$ cat src/design/shn_pkg.sv
// Shared constants, codes and controller/datapath interface types of the histogram normalizer.
`timescale 1ns / 1ps
package shn_pkg;

  localparam int BINS  = 16;
  localparam int IDX_W = $clog2(BINS);
  localparam int CNT_W = $clog2(BINS + 1);
  localparam int SUM_W = 32 + IDX_W;
  localparam int NUM_W = 49;
  localparam int Q_W   = 17;

  // Reset contents: uniform over the reset bin count.
  localparam int RST_N = (BINS < 16) ? BINS : 16;
  localparam int RST_U = (65536 + RST_N / 2) / RST_N;

  // Reciprocal of ten in 2^-23 units for the smoothing divide.
  localparam logic [19:0] RECIP10 = 20'd838861;

  localparam logic [2:0] KIND_CLEAR   = 3'd0;
  localparam logic [2:0] KIND_ACCUM   = 3'd1;
  localparam logic [2:0] KIND_NORM    = 3'd2;
  localparam logic [2:0] KIND_READ    = 3'd3;
  localparam logic [2:0] KIND_UNIFORM = 3'd4;

  localparam logic REG_EPSILON     = 1'b0;
  localparam logic REG_BINS_IN_USE = 1'b1;

  typedef struct packed {
    logic accept;
    logic idx_clr;
    logic idx_inc;
    logic sweep_wr;
    logic sum_add;
    logic set_err;
    logic div_load;
    logic div_step;
    logic smooth_wr;
    logic last_wr;
    logic finish;
  } cmd_t;

  typedef struct packed {
    logic [2:0] kind;
    logic       sum_zero;
    logic       idx_last;
    logic       sweep_last;
    logic       div_done;
    logic       out_free;
  } status_t;

endpackage

$ cat src/design/smoothed_histogram_normalizer.sv
// Top level of the smoothed histogram normalizer: controller plus datapath.
//
//   channel  direction  handshake               payload
//   in       input      in_valid / in_stall     kind, bin, amount
//   out      output     out_valid / out_stall   value, normalized, error
//   cfg      input      cfg_write               cfg_index, cfg_data
//
// One word is handled at a time. Read, accumulate and unknown kinds go straight
// to the final state, clear sweeps every bin, uniform runs one divide and then
// the sweep, and normalize sums the n active bins, then divides and smooths each.
// The shared restoring divider produces one quotient bit per cycle, 17 bits per bin.
// Reset is synchronous and restores the registers and a uniform store.
// A stall on the output only holds the result register; the next word is accepted
// while that result still waits, and its own result waits in the final state.
`timescale 1ns / 1ps
module smoothed_histogram_normalizer (
  input  logic        clk,
  input  logic        rst,
  input  logic        cfg_write,
  input  logic        cfg_index,
  input  logic [15:0] cfg_data,
  input  logic        in_valid,
  output logic        in_stall,
  input  logic [2:0]  kind,
  input  logic [3:0]  bin,
  input  logic [23:0] amount,
  output logic        out_valid,
  input  logic        out_stall,
  output logic [31:0] value,
  output logic        normalized,
  output logic        error
);
  import shn_pkg::*;

  // Commands flow from the state machine; status flows back from the datapath.
  cmd_t    cmd;
  status_t st;

  shn_ctrl u_ctrl (
    .clk      (clk),
    .rst      (rst),
    .in_valid (in_valid),
    .in_stall (in_stall),
    .st       (st),
    .cmd      (cmd)
  );

  shn_datapath u_dp (
    .clk        (clk),
    .rst        (rst),
    .cfg_write  (cfg_write),
    .cfg_index  (cfg_index),
    .cfg_data   (cfg_data),
    .kind       (kind),
    .bin        (bin),
    .amount     (amount),
    .out_valid  (out_valid),
    .out_stall  (out_stall),
    .value      (value),
    .normalized (normalized),
    .error      (error),
    .cmd        (cmd),
    .st         (st)
  );

endmodule

$ cat src/design/shn_ctrl.sv
// Sequencing state machine of the histogram normalizer.
`timescale 1ns / 1ps
module shn_ctrl (
  input  logic            clk,
  input  logic            rst,
  input  logic            in_valid,
  output logic            in_stall,
  input  shn_pkg::status_t st,
  output shn_pkg::cmd_t   cmd
);
  import shn_pkg::*;

  localparam logic [3:0] S_IDLE   = 4'd0;
  localparam logic [3:0] S_DISP   = 4'd1;
  localparam logic [3:0] S_SWEEP  = 4'd2;
  localparam logic [3:0] S_SUM    = 4'd3;
  localparam logic [3:0] S_DLOAD  = 4'd4;
  localparam logic [3:0] S_DSTEP  = 4'd5;
  localparam logic [3:0] S_SMOOTH = 4'd6;
  localparam logic [3:0] S_LAST   = 4'd7;
  localparam logic [3:0] S_FIN    = 4'd8;

  logic [3:0] state;
  logic [3:0] state_next;

  assign in_stall = (state != S_IDLE);

  always_comb begin
    cmd        = '0;
    state_next = state;
    unique case (state)
      S_IDLE: begin
        if (in_valid) begin
          cmd.accept = 1'b1;
          state_next = S_DISP;
        end
      end
      S_DISP: begin
        case (st.kind)
          KIND_CLEAR:   state_next = S_SWEEP;
          KIND_NORM:    state_next = S_SUM;
          KIND_UNIFORM: state_next = S_DLOAD;
          default:      state_next = S_FIN;
        endcase
      end
      S_SWEEP: begin
        cmd.sweep_wr = 1'b1;
        cmd.idx_inc  = 1'b1;
        if (st.sweep_last) state_next = S_FIN;
      end
      S_SUM: begin
        cmd.sum_add = 1'b1;
        if (st.idx_last) begin
          cmd.idx_clr = 1'b1;
          state_next  = S_DLOAD;
        end else begin
          cmd.idx_inc = 1'b1;
        end
      end
      S_DLOAD: begin
        if (st.kind == KIND_NORM && st.sum_zero) begin
          cmd.set_err = 1'b1;
          state_next  = S_FIN;
        end else begin
          cmd.div_load = 1'b1;
          state_next   = S_DSTEP;
        end
      end
      S_DSTEP: begin
        cmd.div_step = 1'b1;
        if (st.div_done) begin
          state_next = (st.kind == KIND_UNIFORM) ? S_SWEEP : S_SMOOTH;
        end
      end
      S_SMOOTH: begin
        cmd.smooth_wr = 1'b1;
        if (st.idx_last) begin
          state_next = S_LAST;
        end else begin
          cmd.idx_inc = 1'b1;
          state_next  = S_DLOAD;
        end
      end
      S_LAST: begin
        cmd.last_wr = 1'b1;
        state_next  = S_FIN;
      end
      S_FIN: begin
        if (st.out_free) begin
          cmd.finish = 1'b1;
          state_next = S_IDLE;
        end
      end
      default: state_next = S_IDLE;
    endcase
  end

  always_ff @(posedge clk) begin
    if (rst) begin
      state <= S_IDLE;
    end else begin
      state <= state_next;
    end
  end

endmodule

$ cat src/design/shn_datapath.sv
// Bin store, configuration registers, sum, shared divider, smoothing and output register.
`timescale 1ns / 1ps
module shn_datapath (
  input  logic            clk,
  input  logic            rst,
  input  logic            cfg_write,
  input  logic            cfg_index,
  input  logic [15:0]     cfg_data,
  input  logic [2:0]      kind,
  input  logic [3:0]      bin,
  input  logic [23:0]     amount,
  output logic            out_valid,
  input  logic            out_stall,
  output logic [31:0]     value,
  output logic            normalized,
  output logic            error,
  input  shn_pkg::cmd_t   cmd,
  output shn_pkg::status_t st
);
  import shn_pkg::*;

  logic [15:0]      epsilon;
  logic [4:0]       bins_in_use;
  logic [31:0]      store [BINS];
  logic [2:0]       kind_r;
  logic [3:0]       bin_r;
  logic [23:0]      amount_r;
  logic [IDX_W-1:0] idx;
  logic [SUM_W-1:0] sum;
  logic [SUM_W-1:0] rem;
  logic [16:0]      nlow;
  logic [4:0]       dcnt;
  logic [Q_W-1:0]   q;
  logic [Q_W-1:0]   prev;
  logic [Q_W-1:0]   prev2;
  logic             err_f;
  logic             norm;

  logic [CNT_W-1:0] n;
  logic [IDX_W-1:0] rd_addr;
  logic [31:0]      rd;
  logic [32:0]      tsum;
  logic [31:0]      t;
  logic [NUM_W-1:0] num;
  logic [SUM_W:0]   trial;
  logic [SUM_W:0]   den;
  logic             qbit;
  logic             bin_ok;
  logic [Q_W-1:0]   sm_self;
  logic [Q_W-1:0]   sm_left;
  logic [Q_W-1:0]   sm_right;
  logic [19:0]      sm_x;
  logic [39:0]      sm_prod;
  logic [31:0]      sm_val;
  logic [32:0]      acc_sum;
  logic [31:0]      acc_val;
  logic             norm_next;
  logic             err_out;

  // Active bin count, clamped to 1..BINS.
  always_comb begin
    if (bins_in_use == 5'd0) begin
      n = CNT_W'(1);
    end else if (32'(bins_in_use) > 32'(BINS)) begin
      n = CNT_W'(BINS);
    end else begin
      n = CNT_W'(bins_in_use);
    end
  end

  assign bin_ok  = (32'(bin_r) < 32'(n));
  assign rd_addr = cmd.finish ? IDX_W'(bin_r) : idx;
  assign rd      = store[rd_addr];
  assign tsum    = {1'b0, rd} + 33'(epsilon);
  assign t       = tsum[32] ? 32'hFFFF_FFFF : tsum[31:0];

  always_comb begin
    if (kind_r == KIND_UNIFORM) begin
      num = NUM_W'(17'h10000) + NUM_W'(n >> 1);
      den = (SUM_W + 1)'(n);
    end else begin
      num = NUM_W'({t, 16'd0}) + NUM_W'(sum >> 1);
      den = {1'b0, sum};
    end
  end

  assign trial = {rem, nlow[16]};
  assign qbit  = (trial >= den);

  // Smoothing: (8*self + left + right + 5) / 10, a missing neighbor replaced by self.
  always_comb begin
    sm_self = prev;
    if (cmd.last_wr) begin
      sm_left  = (n == CNT_W'(1)) ? prev : prev2;
      sm_right = prev;
    end else begin
      sm_left  = (idx == IDX_W'(1)) ? prev : prev2;
      sm_right = q;
    end
    sm_x    = {sm_self, 3'b000} + 20'(sm_left) + 20'(sm_right) + 20'd5;
    sm_prod = sm_x * RECIP10;
    sm_val  = 32'(sm_prod[39:23]);
  end

  assign acc_sum = {1'b0, rd} + 33'(amount_r);
  assign acc_val = acc_sum[32] ? 32'hFFFF_FFFF : acc_sum[31:0];

  always_comb begin
    norm_next = norm;
    err_out   = 1'b0;
    case (kind_r)
      KIND_CLEAR: norm_next = 1'b0;
      KIND_ACCUM: begin
        err_out = !bin_ok;
        if (bin_ok) norm_next = 1'b0;
      end
      KIND_NORM: begin
        err_out = err_f;
        if (!err_f) norm_next = 1'b1;
      end
      KIND_READ:    err_out   = !bin_ok;
      KIND_UNIFORM: norm_next = 1'b1;
      default: ;
    endcase
  end

  assign st.kind       = kind_r;
  assign st.sum_zero   = (sum == '0);
  assign st.idx_last   = (CNT_W'(idx) == n - CNT_W'(1));
  assign st.sweep_last = (idx == IDX_W'(BINS - 1));
  assign st.div_done   = (dcnt == 5'd0);
  assign st.out_free   = !out_valid || !out_stall;

  always_ff @(posedge clk) begin
    if (rst) begin
      epsilon     <= 16'd1;
      bins_in_use <= 5'd16;
    end else if (cfg_write) begin
      unique case (cfg_index)
        REG_EPSILON:     epsilon     <= cfg_data;
        REG_BINS_IN_USE: bins_in_use <= cfg_data[4:0];
        default: ;
      endcase
    end
  end

  always_ff @(posedge clk) begin
    if (rst) begin
      for (int i = 0; i < BINS; i++) begin
        store[i] <= (i < RST_N) ? 32'(RST_U) : 32'd0;
      end
    end else if (cmd.sweep_wr) begin
      store[idx] <= (kind_r == KIND_UNIFORM && CNT_W'(idx) < n) ? 32'(q) : 32'd0;
    end else if (cmd.smooth_wr && idx != '0) begin
      store[idx - IDX_W'(1)] <= sm_val;
    end else if (cmd.last_wr) begin
      store[IDX_W'(n - CNT_W'(1))] <= sm_val;
    end else if (cmd.finish && kind_r == KIND_ACCUM && bin_ok) begin
      store[IDX_W'(bin_r)] <= acc_val;
    end
  end

  always_ff @(posedge clk) begin
    if (cmd.accept) begin
      kind_r   <= kind;
      bin_r    <= bin;
      amount_r <= amount;
    end
    if (cmd.accept || cmd.idx_clr) begin
      idx <= '0;
    end else if (cmd.idx_inc) begin
      idx <= idx + IDX_W'(1);
    end
    if (cmd.accept) begin
      sum <= '0;
    end else if (cmd.sum_add) begin
      sum <= sum + SUM_W'(t);
    end
    if (cmd.div_load) begin
      rem  <= SUM_W'(num[NUM_W-1:17]);
      nlow <= num[16:0];
      dcnt <= 5'd16;
      q    <= '0;
    end else if (cmd.div_step) begin
      rem  <= qbit ? SUM_W'(trial - den) : SUM_W'(trial);
      nlow <= {nlow[15:0], 1'b0};
      dcnt <= dcnt - 5'd1;
      q    <= {q[Q_W-2:0], qbit};
    end
    if (cmd.smooth_wr) begin
      prev2 <= prev;
      prev  <= q;
    end
  end

  always_ff @(posedge clk) begin
    if (rst) begin
      err_f     <= 1'b0;
      norm      <= 1'b1;
      out_valid <= 1'b0;
    end else begin
      if (cmd.accept) begin
        err_f <= 1'b0;
      end else if (cmd.set_err) begin
        err_f <= 1'b1;
      end
      if (cmd.finish) begin
        norm      <= norm_next;
        out_valid <= 1'b1;
      end else if (!out_stall) begin
        out_valid <= 1'b0;
      end
    end
  end

  always_ff @(posedge clk) begin
    if (cmd.finish) begin
      value      <= (kind_r == KIND_READ && bin_ok) ? rd : 32'd0;
      normalized <= norm_next;
      error      <= err_out;
    end
  end

endmodule

$ cat config.mk
export PLATFORM = sky130hd
export DESIGN_NAME = smoothed_histogram_normalizer
export DESIGN_NICKNAME = d
export VERILOG_FILES = /design/src/design/shn_pkg.sv /design/src/design/smoothed_histogram_normalizer.sv /design/src/design/shn_ctrl.sv /design/src/design/shn_datapath.sv
export SDC_FILE = /design/constraint.sdc
export NUM_CORES = 2
export LEC_CHECK = 0
export BUFFER_PORTS_ARGS = -buffer_cell sky130_fd_sc_hd__buf_2
export CAP_MARGIN = 40
export CORE_ASPECT_RATIO = 1.2
export CORE_MARGIN = 4
export CORE_UTILIZATION = 50
export CTS_BUF_LIST = sky130_fd_sc_hd__clkbuf_8
export CTS_CLUSTER_DIAMETER = 150
export DETAILED_ROUTE_END_ITERATION = 10
export GPL_TIMING_DRIVEN = 0
export PLACE_DENSITY_LB_ADDON = 0.05
export SLEW_MARGIN = 0
export SYNTH_ARGS = -nofsm -noshare
export SYNTH_HDL_FRONTEND = slang
export SYNTH_SLANG_ARGS = --single-unit
$ cat constraint.sdc
create_clock -name clk -period 35.1 [get_ports clk]
set_input_delay 8.775 -clock clk [delete_from_list [all_inputs] [get_ports clk]]
set_output_delay 8.775 -clock clk [all_outputs]
set_load 0.02 [all_outputs]
==> qor.csv <==
stage,metric,value,unit
drt,via count,40600,
global_route,vias in the first global route,39500,
drt,antenna-violating nets left,0,
critical_path,worst-path fanout max,10,
floorplanning,Die Ht,352,um
timing,clk_skew,0.0511,ns
finish,register area,21700,um2
synth,Cells after Synth,5098,
placed_design,Final HPWL DP,126000,um
job,Max-cap violations,0,
cts,H-tree lvl count,4,
finish,Multi-input gate area,25300,um2
drt,Post-Route WL,166000,um
finish,# fillers,9013,
global_route,total gr overflow,0,
timing,period utilization,0.597,
cts,setup bufs post-CTS,0,
critical_path,CP Launch Type,input pin,
status,status,completed,
timing,RSZ-0062 raised after global routing,no,
synth,"EDFF count, synth",660,
placed_design,number of I/O port buffers,88,
drt,first-pass iteration count of the detailed router,7,
timing,Max-Slew Margin vs Limit,0.335,
cts,CTS resizes,0,
drt,Via density,6.00,
timing,Fmax,47.7,MHz
cts,CTS tree,built,
critical_path,CP arrival,21.53,ns
drt,DR WL/cell,24.6,um
cts,Hold Buf Count CTS,0,
synth,YS warnings,0,
cts,clock slew at reported path FFs,0.06,ns
timing,final hold violation count,0,
critical_path,"Top cell by count, worst path",clkbuf_1,
critical_path,critical path class,in -> reg,
timing,Sum Neg Setup Slack,0,ns
timing,max-slew violations,0,
timing,smallest setup slack after layout,14.14,ns
synth,synthesized cell area,49400,um2
critical_path,CP endpoint kind,flip-flop,
global_route,first-pass GRT wire length,246000,um
floorplanning,Chip Width,295,um
hold_path,Hold WC Path Type,reg -> reg,
synth,Seq cells post-synth,754,
cts,root buf cell,clkbuf_8,
global_route,initial antenna violation count,5,
floorplanning,Die Area,104000,um2
critical_path,CP max stage delay,0.76,ns
timing,endpoints failing setup,0,
floorplanning,Std-Cell Rows,126,
synth,post-synthesis async set-or-reset flop share,0,
drt,Starting DRT DRC Count,4244,
timing,fin crit period,20.96,ns
global_route,Total Routing Usage GR,0.316,
cts,cts bufs inserted,132,
finish,Final #Nets,5951,
synth,library cells used by synthesis,89,
synth,ys flop type,edfxtp_1,
synth,post-synthesis sequential area ratio,0.439,
critical_path,CP max stage cell,a21oi_1,
floorplanning,Starting Density,0.503,
floorplanning,I/O pins,89,
finish,layout cell share with drive strength beyond 1,0.0737,
drt,DRC Markers,0,
cts,clock tree buffer depth,3,
global_route,largest net degree at the start of global routing,32,
finish,"most common cell after layout, fill and taps aside",nand2_1,
finish,most frequent cells in the layout,"nand2_1, edfxtp_1, nor2_1",
finish,area delta synth->final,10.7,%
floorplanning,Core Footprint,98200,um2
placed_design,dpl ws,13.65,ns
critical_path,Worst Path Required,35.67,ns
placed_design,global placer's final weighted congestion,0.929,
synth,net count after synthesis,5663,
timing,Slew @ Worst Pin,0.997,ns
synth,syn avg cell area,9.70,um2
cts,worst skew pair latency,0.87,ns
cts,clock sink count,754,
[metrics by stage]
step / utilization / std cells / instance area, um2 / hold slack [ns]
floorplan: - / 5098 / 49400 / 0.426
global placement: 0.524 / 6466 / 51500 / 0.430
detailed placement: 0.532 / 6530 / 52300 / 0.441
CTS: 0.557 / 6756 / 54700 / 0.457
global route: 0.557 / 6760 / 54700 / 0.485
finish: 0.557 / 6761 / 54700 / 0.460
[critical path: cells and delay by family]
family / cells / cell delay (ns)
AOI/OAI and AO/OA: 15 / 4.65
adders and majority gates: 3 / 0.97
buffers and inverters: 11 / 3.71
muxes: 1 / 0.12
and+or+nand+nor: 12 / 3.21
[cells by family (layout without fill, tap and decap cells)]
family / Yosys count / count (layout) / synth area share
XOR/XNOR: 174 / 174 / 0.0308
AO/OA/AOI/OAI: 944 / 944 / 0.126
adder cells (fa/ha/maj): 513 / 513 / 0.154
flip-flops: 754 / 754 / 0.439
AND/OR/NAND/NOR: 1952 / 1952 / 0.178
multiplexers: 103 / 103 / 0.0212
other: 0 / 3 / 0
buffers and inverters: 658 / 1038 / 0.0510
[cell usage after synthesis, types with 20 or more instances]
cell type,n,share of area
a2111oi_0,24,0.0043
a211oi_1,55,0.0084
a21o_1,59,0.0090
a21oi_1,268,0.027
a311oi_1,77,0.014
a31oi_1,34,0.0043
and2_1,27,0.0034
and3_1,88,0.011
clkbuf_1,239,0.018
dfxtp_1,94,0.038
edfxtp_1,660,0.40
fa_1,158,0.064
ha_1,354,0.090
inv_1,381,0.029
mux2i_1,91,0.018
nand2_1,677,0.051
nand2b_1,99,0.013
nand3_1,194,0.020
nand4_1,25,0.0032
nor2_1,621,0.047
nor2b_1,50,0.0063
nor3_1,67,0.0068
nor4_1,22,0.0028
o211ai_1,22,0.0033
o21a_1,23,0.0035
o21ai_0,177,0.018
o21bai_1,20,0.0030
o22ai_1,31,0.0039
or3_1,22,0.0028
xnor2_1,124,0.022
xor2_1,50,0.0089
[final cells by class]
type | count | area share
Sequential cell | 754 | 0.397
Clock buffer | 140 | 0.0352
Buffer | 276 | 0.0199
Clock inverter | 86 | 0.00853
Timing Repair Buffer | 154 | 0.0225
Multi-Input combinational cell | 3686 | 0.462
Antenna cell | 3 | 0.000137
Tap cell | 1280 | 0.0293
Inverter | 382 | 0.0262
[routing by layer]
layer  part of all wire  GRT usage  up-vias
met5                  0          0        -
met4              0.044      0.129        0
met3              0.079     0.0633      431
met2               0.47      0.522     1848
met1               0.40      0.407    19700
li1                   -          -    18600
[worst paths after layout]
kind                                          start  slack, ns  cells past startpoint                end
worst min-delay path                   u_dp.prev[1]       0.46                      0      u_dp.prev2[1]
worst max register to register  u_dp.bins_in_use[2]      20.51                     51  u_dp.store[8][16]
worst min register to register         u_dp.prev[1]       0.46                      0      u_dp.prev2[1]
worst max-delay path                      out_stall      14.14                     42       u_dp.rem[22]
[registers in the layout, summed over array words and instances (netlist names), 17 cells and up]
register	flops
u_dp.store	512
u_dp.rem	36
u_dp.sum	36
u_dp.value	32
u_dp.amount_r	24
u_dp.nlow	17
u_dp.prev2	17
u_dp.prev	17
u_dp.q	17
Power is not shown: default switching activity piles up to over one toggle a cycle in this logic, so the estimate is an artifact.
